### config.mk
export PLATFORM = sky130hd
export DESIGN_NAME = periodic_task_release_scheduler_core
export DESIGN_NICKNAME = d
export VERILOG_FILES = /design/src/rtl/core/ptrs_pkg.sv /design/src/rtl/core/periodic_task_release_scheduler_core.sv
export SDC_FILE = /design/constraint.sdc
export NUM_CORES = 2
export LEC_CHECK = 0
export BUFFER_PORTS_ARGS = -buffer_cell sky130_fd_sc_hd__clkbuf_2
export CELL_PAD_IN_SITES_DETAIL_PLACEMENT = 0
export CELL_PAD_IN_SITES_GLOBAL_PLACEMENT = 1
export CORE_ASPECT_RATIO = 0.5
export CORE_MARGIN = 3
export CORE_UTILIZATION = 50
export DETAILED_ROUTE_END_ITERATION = 8
export PLACE_DENSITY_LB_ADDON = 0.1
export SLEW_MARGIN = 20
export SYNTH_ARGS = -nofsm -noshare
export SYNTH_HDL_FRONTEND = slang
export SYNTH_SLANG_ARGS = --single-unit
### constraint.sdc
create_clock -name clk -period 24.8 [get_ports clk]
set_input_delay 0 -clock clk [delete_from_list [all_inputs] [get_ports clk]]
set_output_delay 0 -clock clk [all_outputs]
set_load 0.03 [all_outputs]
### src/rtl/core/ptrs_pkg.sv
// Shared types and codes for the periodic task release scheduler.
// Holds the request and result structs, action, status and task state codes,
// and configuration register indexes and reset values. No dependencies.
package ptrs_pkg;

    typedef struct packed {
        logic [2:0]  action;
        logic [31:0] name_key;
        logic [15:0] handler_id;
        logic [23:0] period_us;
        logic [1:0]  new_state;
    } ptrs_in_t;

    typedef struct packed {
        logic [2:0]  status;
        logic        period_clamped;
        logic        task_valid;
        logic [15:0] task_handler;
        logic [31:0] task_name;
        logic        last;
    } ptrs_out_t;

    // Request actions.
    localparam logic [2:0] ACT_ADD       = 3'd0;
    localparam logic [2:0] ACT_REMOVE    = 3'd1;
    localparam logic [2:0] ACT_SET_STATE = 3'd2;
    localparam logic [2:0] ACT_TICK      = 3'd3;
    localparam logic [2:0] ACT_DISPATCH  = 3'd4;

    // Result status codes.
    localparam logic [2:0] RS_OK          = 3'd0;
    localparam logic [2:0] RS_FULL        = 3'd1;
    localparam logic [2:0] RS_DUP_NAME    = 3'd2;
    localparam logic [2:0] RS_DUP_HANDLER = 3'd3;
    localparam logic [2:0] RS_NOT_FOUND   = 3'd4;

    // Task states.
    localparam logic [1:0] TS_WAITING = 2'd0;
    localparam logic [1:0] TS_READY   = 2'd1;
    localparam logic [1:0] TS_BLOCKED = 2'd2;

    // Configuration register indexes and reset values.
    localparam logic [1:0]  REG_TICK_INC   = 2'd0;
    localparam logic [1:0]  REG_MIN_PERIOD = 2'd1;
    localparam logic [1:0]  REG_MAX_PERIOD = 2'd2;
    localparam logic [15:0] TICK_INC_RST   = 16'd10;
    localparam logic [23:0] MIN_PERIOD_RST = 24'd1000;
    localparam logic [23:0] MAX_PERIOD_RST = 24'd100000;

endpackage

### src/rtl/core/periodic_task_release_scheduler_core.sv
// Periodic task release scheduler: task table, microsecond timer, sequencer
// and a shared bit-serial remainder unit. Depends on ptrs_pkg.
//
// One request is taken at a time; in_stall is low only while the sequencer
// is idle, and a finished result waits in the output register without
// holding off the next request. Add, remove and set state scan the table
// entry by entry and then load a result. A tick scans the table and, for
// each task that is neither ready nor blocked and has a nonzero period,
// finds the timer modulo period one quotient bit per cycle in a single
// shared 24-bit subtract-and-compare unit. A dispatch scans the entries up
// to and including the last ready task, giving one result per ready task
// (one result when nothing is ready), and holds while the output is stalled.
module periodic_task_release_scheduler_core
    import ptrs_pkg::*;
#(
    parameter int TASK_SLOTS = 8
)
(
    input  logic        clk,
    input  logic        rst_n,
    input  logic        in_valid,
    output logic        in_stall,
    input  ptrs_in_t    in_data,
    output logic        out_valid,
    input  logic        out_stall,
    output ptrs_out_t   out_data,
    input  logic        psel,
    input  logic        penable,
    input  logic        pwrite,
    input  logic [3:0]  paddr,
    input  logic [31:0] pwdata,
    output logic [31:0] prdata,
    output logic        pready
);

    localparam int IDX_W = (TASK_SLOTS > 1) ? $clog2(TASK_SLOTS) : 1;
    localparam int CNT_W = $clog2(TASK_SLOTS + 1);
    localparam logic [CNT_W-1:0] SLOTS_CNT = CNT_W'(TASK_SLOTS);

    localparam logic [2:0] S_IDLE  = 3'd0;
    localparam logic [2:0] S_ADD   = 3'd1;
    localparam logic [2:0] S_FIND  = 3'd2;
    localparam logic [2:0] S_TSCAN = 3'd3;
    localparam logic [2:0] S_TDIV  = 3'd4;
    localparam logic [2:0] S_DISP  = 3'd5;
    localparam logic [2:0] S_RESP  = 3'd6;

    // Control registers.
    logic [2:0]       fsm_reg, fsm_next;
    logic [CNT_W-1:0] scan_reg, scan_next;
    logic [CNT_W-1:0] count_reg, count_next;
    logic [31:0]      tick_time_reg, tick_time_next;
    logic             out_valid_reg, out_valid_next;
    logic [15:0]      tick_inc_reg;
    logic [23:0]      min_period_reg;
    logic [23:0]      max_period_reg;

    // Payload registers.
    ptrs_in_t         req_reg;
    logic [23:0]      add_period_reg;
    logic             clamp_reg, clamp_next;
    logic [2:0]       status_reg, status_next;
    logic [4:0]       bit_reg, bit_next;
    logic [23:0]      rem_reg, rem_next;
    ptrs_out_t        out_data_reg;

    // Task table.
    logic [31:0]      entry_name_reg    [TASK_SLOTS];
    logic [15:0]      entry_handler_reg [TASK_SLOTS];
    logic [23:0]      entry_period_reg  [TASK_SLOTS];
    logic [1:0]       entry_state_reg   [TASK_SLOTS];

    logic             in_accept;
    logic             out_free;
    logic             cfg_write;
    logic [IDX_W-1:0] idx;
    logic [IDX_W-1:0] add_idx;
    logic [31:0]      cur_name;
    logic [15:0]      cur_handler;
    logic [23:0]      cur_period;
    logic [1:0]       cur_state;
    logic [TASK_SLOTS-1:0] ready_vec;
    logic [TASK_SLOTS-1:0] above_vec;
    logic             later_ready;
    logic [23:0]      clamp_period;
    logic             clamp_hit;
    logic [24:0]      trial;
    logic [24:0]      trial_diff;
    logic [23:0]      rem_step;
    logic             out_load;
    ptrs_out_t        out_load_data;
    logic             add_wr;
    logic             state_wr;
    logic [1:0]       state_wr_val;
    logic             shift_wr;

    assign in_stall  = (fsm_reg != S_IDLE);
    assign in_accept = in_valid && !in_stall;
    assign out_valid = out_valid_reg;
    assign out_data  = out_data_reg;
    assign out_free  = !out_valid_reg || !out_stall;
    assign pready    = 1'b1;
    assign cfg_write = psel && penable && pwrite;

    assign idx         = scan_reg[IDX_W-1:0];
    assign add_idx     = count_reg[IDX_W-1:0];
    assign cur_name    = entry_name_reg[idx];
    assign cur_handler = entry_handler_reg[idx];
    assign cur_period  = entry_period_reg[idx];
    assign cur_state   = entry_state_reg[idx];

    always_comb
    begin
        for (int j = 0; j < TASK_SLOTS; j++)
        begin
            ready_vec[j] = (entry_state_reg[j] == TS_READY) && (CNT_W'(j) < count_reg);
            above_vec[j] = (CNT_W'(j) > scan_reg);
        end
    end

    assign later_ready = |(ready_vec & above_vec);

    // Lower to the maximum first, then raise to the minimum.
    always_comb
    begin
        clamp_period = in_data.period_us;
        clamp_hit    = 1'b0;
        if (clamp_period > max_period_reg)
        begin
            clamp_period = max_period_reg;
            clamp_hit    = 1'b1;
        end
        if (clamp_period < min_period_reg)
        begin
            clamp_period = min_period_reg;
            clamp_hit    = 1'b1;
        end
    end

    // Shared remainder step: one quotient bit of timer modulo period a cycle.
    assign trial      = {rem_reg, tick_time_reg[bit_reg]};
    assign trial_diff = trial - {1'b0, cur_period};
    assign rem_step   = (trial >= {1'b0, cur_period}) ? trial_diff[23:0] : trial[23:0];

    always_comb
    begin
        fsm_next       = fsm_reg;
        scan_next      = scan_reg;
        count_next     = count_reg;
        tick_time_next = tick_time_reg;
        status_next    = status_reg;
        clamp_next     = clamp_reg;
        bit_next       = bit_reg;
        rem_next       = rem_reg;
        out_valid_next = out_valid_reg && out_stall;
        out_load       = 1'b0;
        out_load_data  = '0;
        add_wr         = 1'b0;
        state_wr       = 1'b0;
        state_wr_val   = TS_WAITING;
        shift_wr       = 1'b0;

        unique case (fsm_reg)
            S_IDLE:
            begin
                if (in_accept)
                begin
                    scan_next   = '0;
                    status_next = RS_OK;
                    clamp_next  = 1'b0;
                    unique case (in_data.action) inside
                        ACT_ADD:
                        begin
                            if (count_reg >= SLOTS_CNT)
                            begin
                                status_next = RS_FULL;
                                fsm_next    = S_RESP;
                            end
                            else
                            begin
                                clamp_next = clamp_hit;
                                fsm_next   = S_ADD;
                            end
                        end
                        ACT_REMOVE, ACT_SET_STATE:
                        begin
                            fsm_next = S_FIND;
                        end
                        ACT_TICK:
                        begin
                            tick_time_next = tick_time_reg + 32'(tick_inc_reg);
                            fsm_next       = S_TSCAN;
                        end
                        ACT_DISPATCH:
                        begin
                            fsm_next = (|ready_vec) ? S_DISP : S_RESP;
                        end
                        default:
                        begin
                            fsm_next = S_RESP;
                        end
                    endcase
                end
            end
            S_ADD:
            begin
                if (scan_reg == count_reg)
                begin
                    add_wr     = 1'b1;
                    count_next = count_reg + 1'b1;
                    fsm_next   = S_RESP;
                end
                else if (cur_name == req_reg.name_key)
                begin
                    status_next = RS_DUP_NAME;
                    clamp_next  = 1'b0;
                    fsm_next    = S_RESP;
                end
                else if (cur_handler == req_reg.handler_id)
                begin
                    status_next = RS_DUP_HANDLER;
                    clamp_next  = 1'b0;
                    fsm_next    = S_RESP;
                end
                else
                begin
                    scan_next = scan_reg + 1'b1;
                end
            end
            S_FIND:
            begin
                if (scan_reg == count_reg)
                begin
                    status_next = RS_NOT_FOUND;
                    fsm_next    = S_RESP;
                end
                else if (cur_name == req_reg.name_key)
                begin
                    if (req_reg.action == ACT_REMOVE)
                    begin
                        shift_wr   = 1'b1;
                        count_next = count_reg - 1'b1;
                    end
                    else
                    begin
                        state_wr     = 1'b1;
                        state_wr_val = req_reg.new_state;
                    end
                    fsm_next = S_RESP;
                end
                else
                begin
                    scan_next = scan_reg + 1'b1;
                end
            end
            S_TSCAN:
            begin
                if (scan_reg == count_reg)
                begin
                    fsm_next = S_RESP;
                end
                else if (cur_state != TS_READY && cur_state != TS_BLOCKED &&
                         cur_period != 24'd0)
                begin
                    rem_next = '0;
                    bit_next = 5'd31;
                    fsm_next = S_TDIV;
                end
                else
                begin
                    scan_next = scan_reg + 1'b1;
                end
            end
            S_TDIV:
            begin
                rem_next = rem_step;
                if (bit_reg == 5'd0)
                begin
                    if (rem_step == 24'd0)
                    begin
                        state_wr     = 1'b1;
                        state_wr_val = TS_READY;
                    end
                    scan_next = scan_reg + 1'b1;
                    fsm_next  = S_TSCAN;
                end
                else
                begin
                    bit_next = bit_reg - 1'b1;
                end
            end
            S_DISP:
            begin
                if (ready_vec[idx])
                begin
                    if (out_free)
                    begin
                        out_load                   = 1'b1;
                        out_load_data.status       = RS_OK;
                        out_load_data.task_valid   = 1'b1;
                        out_load_data.task_handler = cur_handler;
                        out_load_data.task_name    = cur_name;
                        out_load_data.last         = !later_ready;
                        state_wr                   = 1'b1;
                        state_wr_val               = TS_WAITING;
                        if (later_ready)
                        begin
                            scan_next = scan_reg + 1'b1;
                        end
                        else
                        begin
                            fsm_next = S_IDLE;
                        end
                    end
                end
                else
                begin
                    scan_next = scan_reg + 1'b1;
                end
            end
            S_RESP:
            begin
                if (out_free)
                begin
                    out_load                     = 1'b1;
                    out_load_data.status         = status_reg;
                    out_load_data.period_clamped = clamp_reg;
                    out_load_data.last           = 1'b1;
                    fsm_next                     = S_IDLE;
                end
            end
            default:
            begin
                fsm_next = S_IDLE;
            end
        endcase

        if (out_load)
        begin
            out_valid_next = 1'b1;
        end
    end

    always_ff @(posedge clk or negedge rst_n)
    begin
        if (!rst_n)
        begin
            fsm_reg       <= S_IDLE;
            scan_reg      <= '0;
            count_reg     <= '0;
            tick_time_reg <= '0;
            out_valid_reg <= 1'b0;
        end
        else
        begin
            fsm_reg       <= fsm_next;
            scan_reg      <= scan_next;
            count_reg     <= count_next;
            tick_time_reg <= tick_time_next;
            out_valid_reg <= out_valid_next;
        end
    end

    always_ff @(posedge clk)
    begin
        if (in_accept)
        begin
            req_reg        <= in_data;
            add_period_reg <= clamp_period;
        end
        status_reg <= status_next;
        clamp_reg  <= clamp_next;
        bit_reg    <= bit_next;
        rem_reg    <= rem_next;
        if (out_load)
        begin
            out_data_reg <= out_load_data;
        end
    end

    // Table updates; removal shifts every entry above the match down by one.
    always_ff @(posedge clk)
    begin
        if (add_wr)
        begin
            entry_name_reg[add_idx]    <= req_reg.name_key;
            entry_handler_reg[add_idx] <= req_reg.handler_id;
            entry_period_reg[add_idx]  <= add_period_reg;
            entry_state_reg[add_idx]   <= req_reg.new_state;
        end
        if (state_wr)
        begin
            entry_state_reg[idx] <= state_wr_val;
        end
        if (shift_wr)
        begin
            for (int j = 0; j < TASK_SLOTS - 1; j++)
            begin
                if (CNT_W'(j) >= scan_reg && CNT_W'(j + 1) < count_reg)
                begin
                    entry_name_reg[j]    <= entry_name_reg[j + 1];
                    entry_handler_reg[j] <= entry_handler_reg[j + 1];
                    entry_period_reg[j]  <= entry_period_reg[j + 1];
                    entry_state_reg[j]   <= entry_state_reg[j + 1];
                end
            end
        end
    end

    always_ff @(posedge clk or negedge rst_n)
    begin
        if (!rst_n)
        begin
            tick_inc_reg   <= TICK_INC_RST;
            min_period_reg <= MIN_PERIOD_RST;
            max_period_reg <= MAX_PERIOD_RST;
        end
        else if (cfg_write)
        begin
            unique case (paddr[3:2])
                REG_TICK_INC:   tick_inc_reg   <= pwdata[15:0];
                REG_MIN_PERIOD: min_period_reg <= pwdata[23:0];
                REG_MAX_PERIOD: max_period_reg <= pwdata[23:0];
                default:        ;
            endcase
        end
    end

    always_comb
    begin
        unique case (paddr[3:2])
            REG_TICK_INC:   prdata = {16'd0, tick_inc_reg};
            REG_MIN_PERIOD: prdata = {8'd0, min_period_reg};
            REG_MAX_PERIOD: prdata = {8'd0, max_period_reg};
            default:        prdata = '0;
        endcase
    end

endmodule

==> summary.md <==
| Metric | Value |
|---|---|
| RSZ-0062 raised after global routing | false |
| Die Y | 216 µm |
| LEAKAGE | roughly 19 nW |
| Vias | 29968 |
| Final setup viols | 0 |
| Met3 GRT Util | 0.0383 |
| Num Clock Sinks | 864 |
| Crit path to | entry_handler_reg[4][11] |
| Clock Power Share | 0.253 |
| DRT Pass-1 Iters | 6 |
| Mean post-synth cell area | between 10 and 15 µm² |
| Final WS setup | 17.15 ns |
| Met1 Usage GRT | 0.376 |
| Global routing's busiest layer | met2 |
| Row count | 76 |
| Synthesis-stage register bit count | ~860 |
| Critical path class | reg -> reg |
| Die area | around 92000 µm² |
| Crit Path Max Fanout | 80 |
| CTS tree | built |
| PD cells | between 90 and 100 nW/µm² |
| Post-synth EDFFs | ~760 |
| Slew at the pin closest to its max-slew limit | between 1 and 1.5 ns |
| Routed WL | approximately 120000 µm |
| Final hold vios | 0 |
| Seq pwr share | 0.389 |
| Ports | 209 |
| Req. time, crit path | 25.09 ns |
| GRT Overall Usage | 0.261 |
| Initial antenna violation count | 0 |
| Number of fill cells | approximately 7300 |
| Setup TNS | 0 ns |
| Register area | approximately 25000 µm² |
| Worst EP arrival | ~7.9 ns |
| Routed vias/inst | between 5 and 6 |
| Nets | 4068 |
| First-pass GRT wire length | 182000 µm |
| Worst hold path type | in -> reg |
| Most frequent cell after synthesis | edfxtp_1 |
| Layout cells sized above 1 | 0.163 |
| Reg-to-Reg End | entry_handler_reg[4][11] |
| Synth top area cells | edfxtp_1 (52%), mux4_2 (6.6%), a21oi_1 (5.6%), dfrtp_1 (5.3%), nor2_1 (4.8%) |
| Maximum VDD drop | between 0.00006 and 0.00007 V |
| DRC viols | 0 |
| Post-CTS resize count | 0 |
| Post-route ant nets | 0 |
| Area of the multi-input gates | 17200 µm² |
| Yosys cell types | 74 |
| PortBufs | 189 |
| Worst-Skew Late Latency | 0.68 ns |
| Clk slew on worst S/H paths | 0.06 ns |
| Ys flop type | edfxtp_1 |
| Slew HR | 0.258 |
| Largest net degree at the start of global routing | 92 |
| Psw | 1.77 mW |
| Max reg flops | 256 |
| Grt met2 use | 0.425 |
| Max Clock Skew | ~0.021 ns |
| DRT iter0 DRCs | 2828 |
| CORE AREA | 86600 µm² |
| H-tree Lvls | 3 |
| Combinational cell fraction of total power | 0.358 |
| Drt wl/cell | 23.4 µm |
| CP Launch Point | scan_reg[1] |
| Sw Ratio | 0.359 |
| Max-cap violation count | 0 |
| Synth warnings | 0 |
| Post-synth top area share | 0.516 |
| Fmax | 0.131 GHz |
| GPL Wtd Cong | roughly 0.88 |
| Clock root buffer | clkbuf_16 |
| CP endpoint kind | flop |
| Tcrit/Tclk final | 0.308 |
| Commonest cells in the netlist | edfxtp_1 (756), nor2_1 (562), a21oi_1 (493) |
| HP Start | in_data[60] |
| Final Slew Violations | 0 |
| TritonCTS Buffers | 81 |
| Cell area after synthesis | 44000 µm² |
| Critical R2R Launch | scan_reg[1] |
| Longest Clk Path Bufs | 3 |
| Worst setup SP type | flop |
| FF-to-FF setup slack | approximately 17 ns |
| Synthesis-to-layout area growth | 13.2% |
| Area leader, netlist | edfxtp_1 |
| Crit path time final | 7.65 ns |
| Syn Inst Count | ~3600 |
| Die Width | approximately 430 µm |
| Ys async rst share | 0.125 |
| Seq/Total Area, Yosys | 0.578 |
| GR Overflow Total | 0 |
| HPWL after detailed placement | 73200 µm |
| Starting Density | 0.508 |
| Pint | 3.16 mW |
| R2R depth | 13 |
| Vias in the first global route | about 30000 |
| Pre-CTS setup slack | 16.78 ns |
| Status | finished, final reports clean |
==> cell usage in the layout (no fill, tap or decap), drive strengths merged, types with 50 or more instances in the layout <==
master       instances
mux2i              222
dfrtp               94
inv                156
edfxtp             756
buf                 50
nand2              172
xnor2               74
a21oi              499
clkbuf             293
mux4               128
ha                  94
dlygate4sd3        127
mux2                81
nor2               562
o21ai              139
==> routing by layer <==
| metal | vias to the layer above | part of all wire |
|---|---|---|
| li1 | 13877 | - |
| met4 | 0 | 0.018 |
| met5 | - | 0 |
| met1 | 14971 | 0.44 |
| met2 | 966 | 0.48 |
| met3 | 154 | 0.062 |
==> metrics by stage <==
step                      hold slack (ns)  instance area, µm²  std cells  total power [mW]  utilization
after floorplan                    -0.296               44000       3631              3.19            -
after global placement             0.0606               45900       4811              3.66        0.530
after detailed placement           0.0599               45900       4811              3.69        0.530
after CTS                        0.000653               49800       5087              4.95        0.575
after global routing               0.0172               49800       5087              5.19        0.575
final                              0.0424               49800       5090              4.93        0.575
==> cell families after synthesis <==
logic type	share of synthesized area
flops	0.578
fa+ha+maj	0.0277
xor+xnor	0.0213
other cells	0.000171
buf+inv	0.0358
compound gates	0.102
simple gates	0.0933
mux	0.141
==> area by class of cell <==
| cell class | count | area share |
|---|---|---|
| Sequential cell | 864 | 0.511 |
| Multi-Input combinational cell | 2391 | 0.345 |
| Timing Repair Buffer | 365 | 0.0526 |
| Clock buffer | 105 | 0.0435 |
| Tap cell | 1170 | 0.0294 |
| Inverter | 149 | 0.0112 |
| Clock inverter | 43 | 0.00759 |
| Antenna cell | 3 | 0.000151 |
==> worst min-delay path by stage <==
| stage | end | slack [ns] | cells past startpoint |
|---|---|---|---|
| after floorplan | count_reg[0] | -0.30 | 0 |
| after global placement | tick_time_reg[4] | 0.06 | 1 |
| after detailed placement | tick_time_reg[4] | 0.06 | 1 |
| after CTS | req_reg[48] | 0.0007 | 2 |
| after global routing | req_reg[57] | 0.02 | 2 |
| final | req_reg[60] | 0.04 | 2 |
==> what timing repair did <==
item                                    CTS  global route
endpoints found under the hold margin   200             0
buffers inserted                          0             0
endpoints found under the setup margin    0             0
hold buffers                            128             0
==> power by group through the flow <==
stage                     logic [mW]  clock network (mW)  registers, mW
final                           1.76                1.25           1.92
after global routing            1.92                1.33           1.93
after CTS                       1.76                1.27           1.92
after detailed placement        1.74                   0           1.95
after global placement          1.72                   0           1.95
after floorplan                 1.27                   0           1.92
==> critical path: stages, from the launching register on <==
cell and delay, ns:
dfrtp_4 0.98, buf_4 0.71, nor2b_2 0.71, a22oi_1 0.18
o21ai_0 0.18, xnor2_1 0.22, nor4_1 0.62, nand3_1 0.38
or3_1 0.50, or2_2 0.34, a211o_4 0.65, o21ai_4 0.47
buf_4 0.43, buf_4 0.77
(Power assumes the default switching activity.)
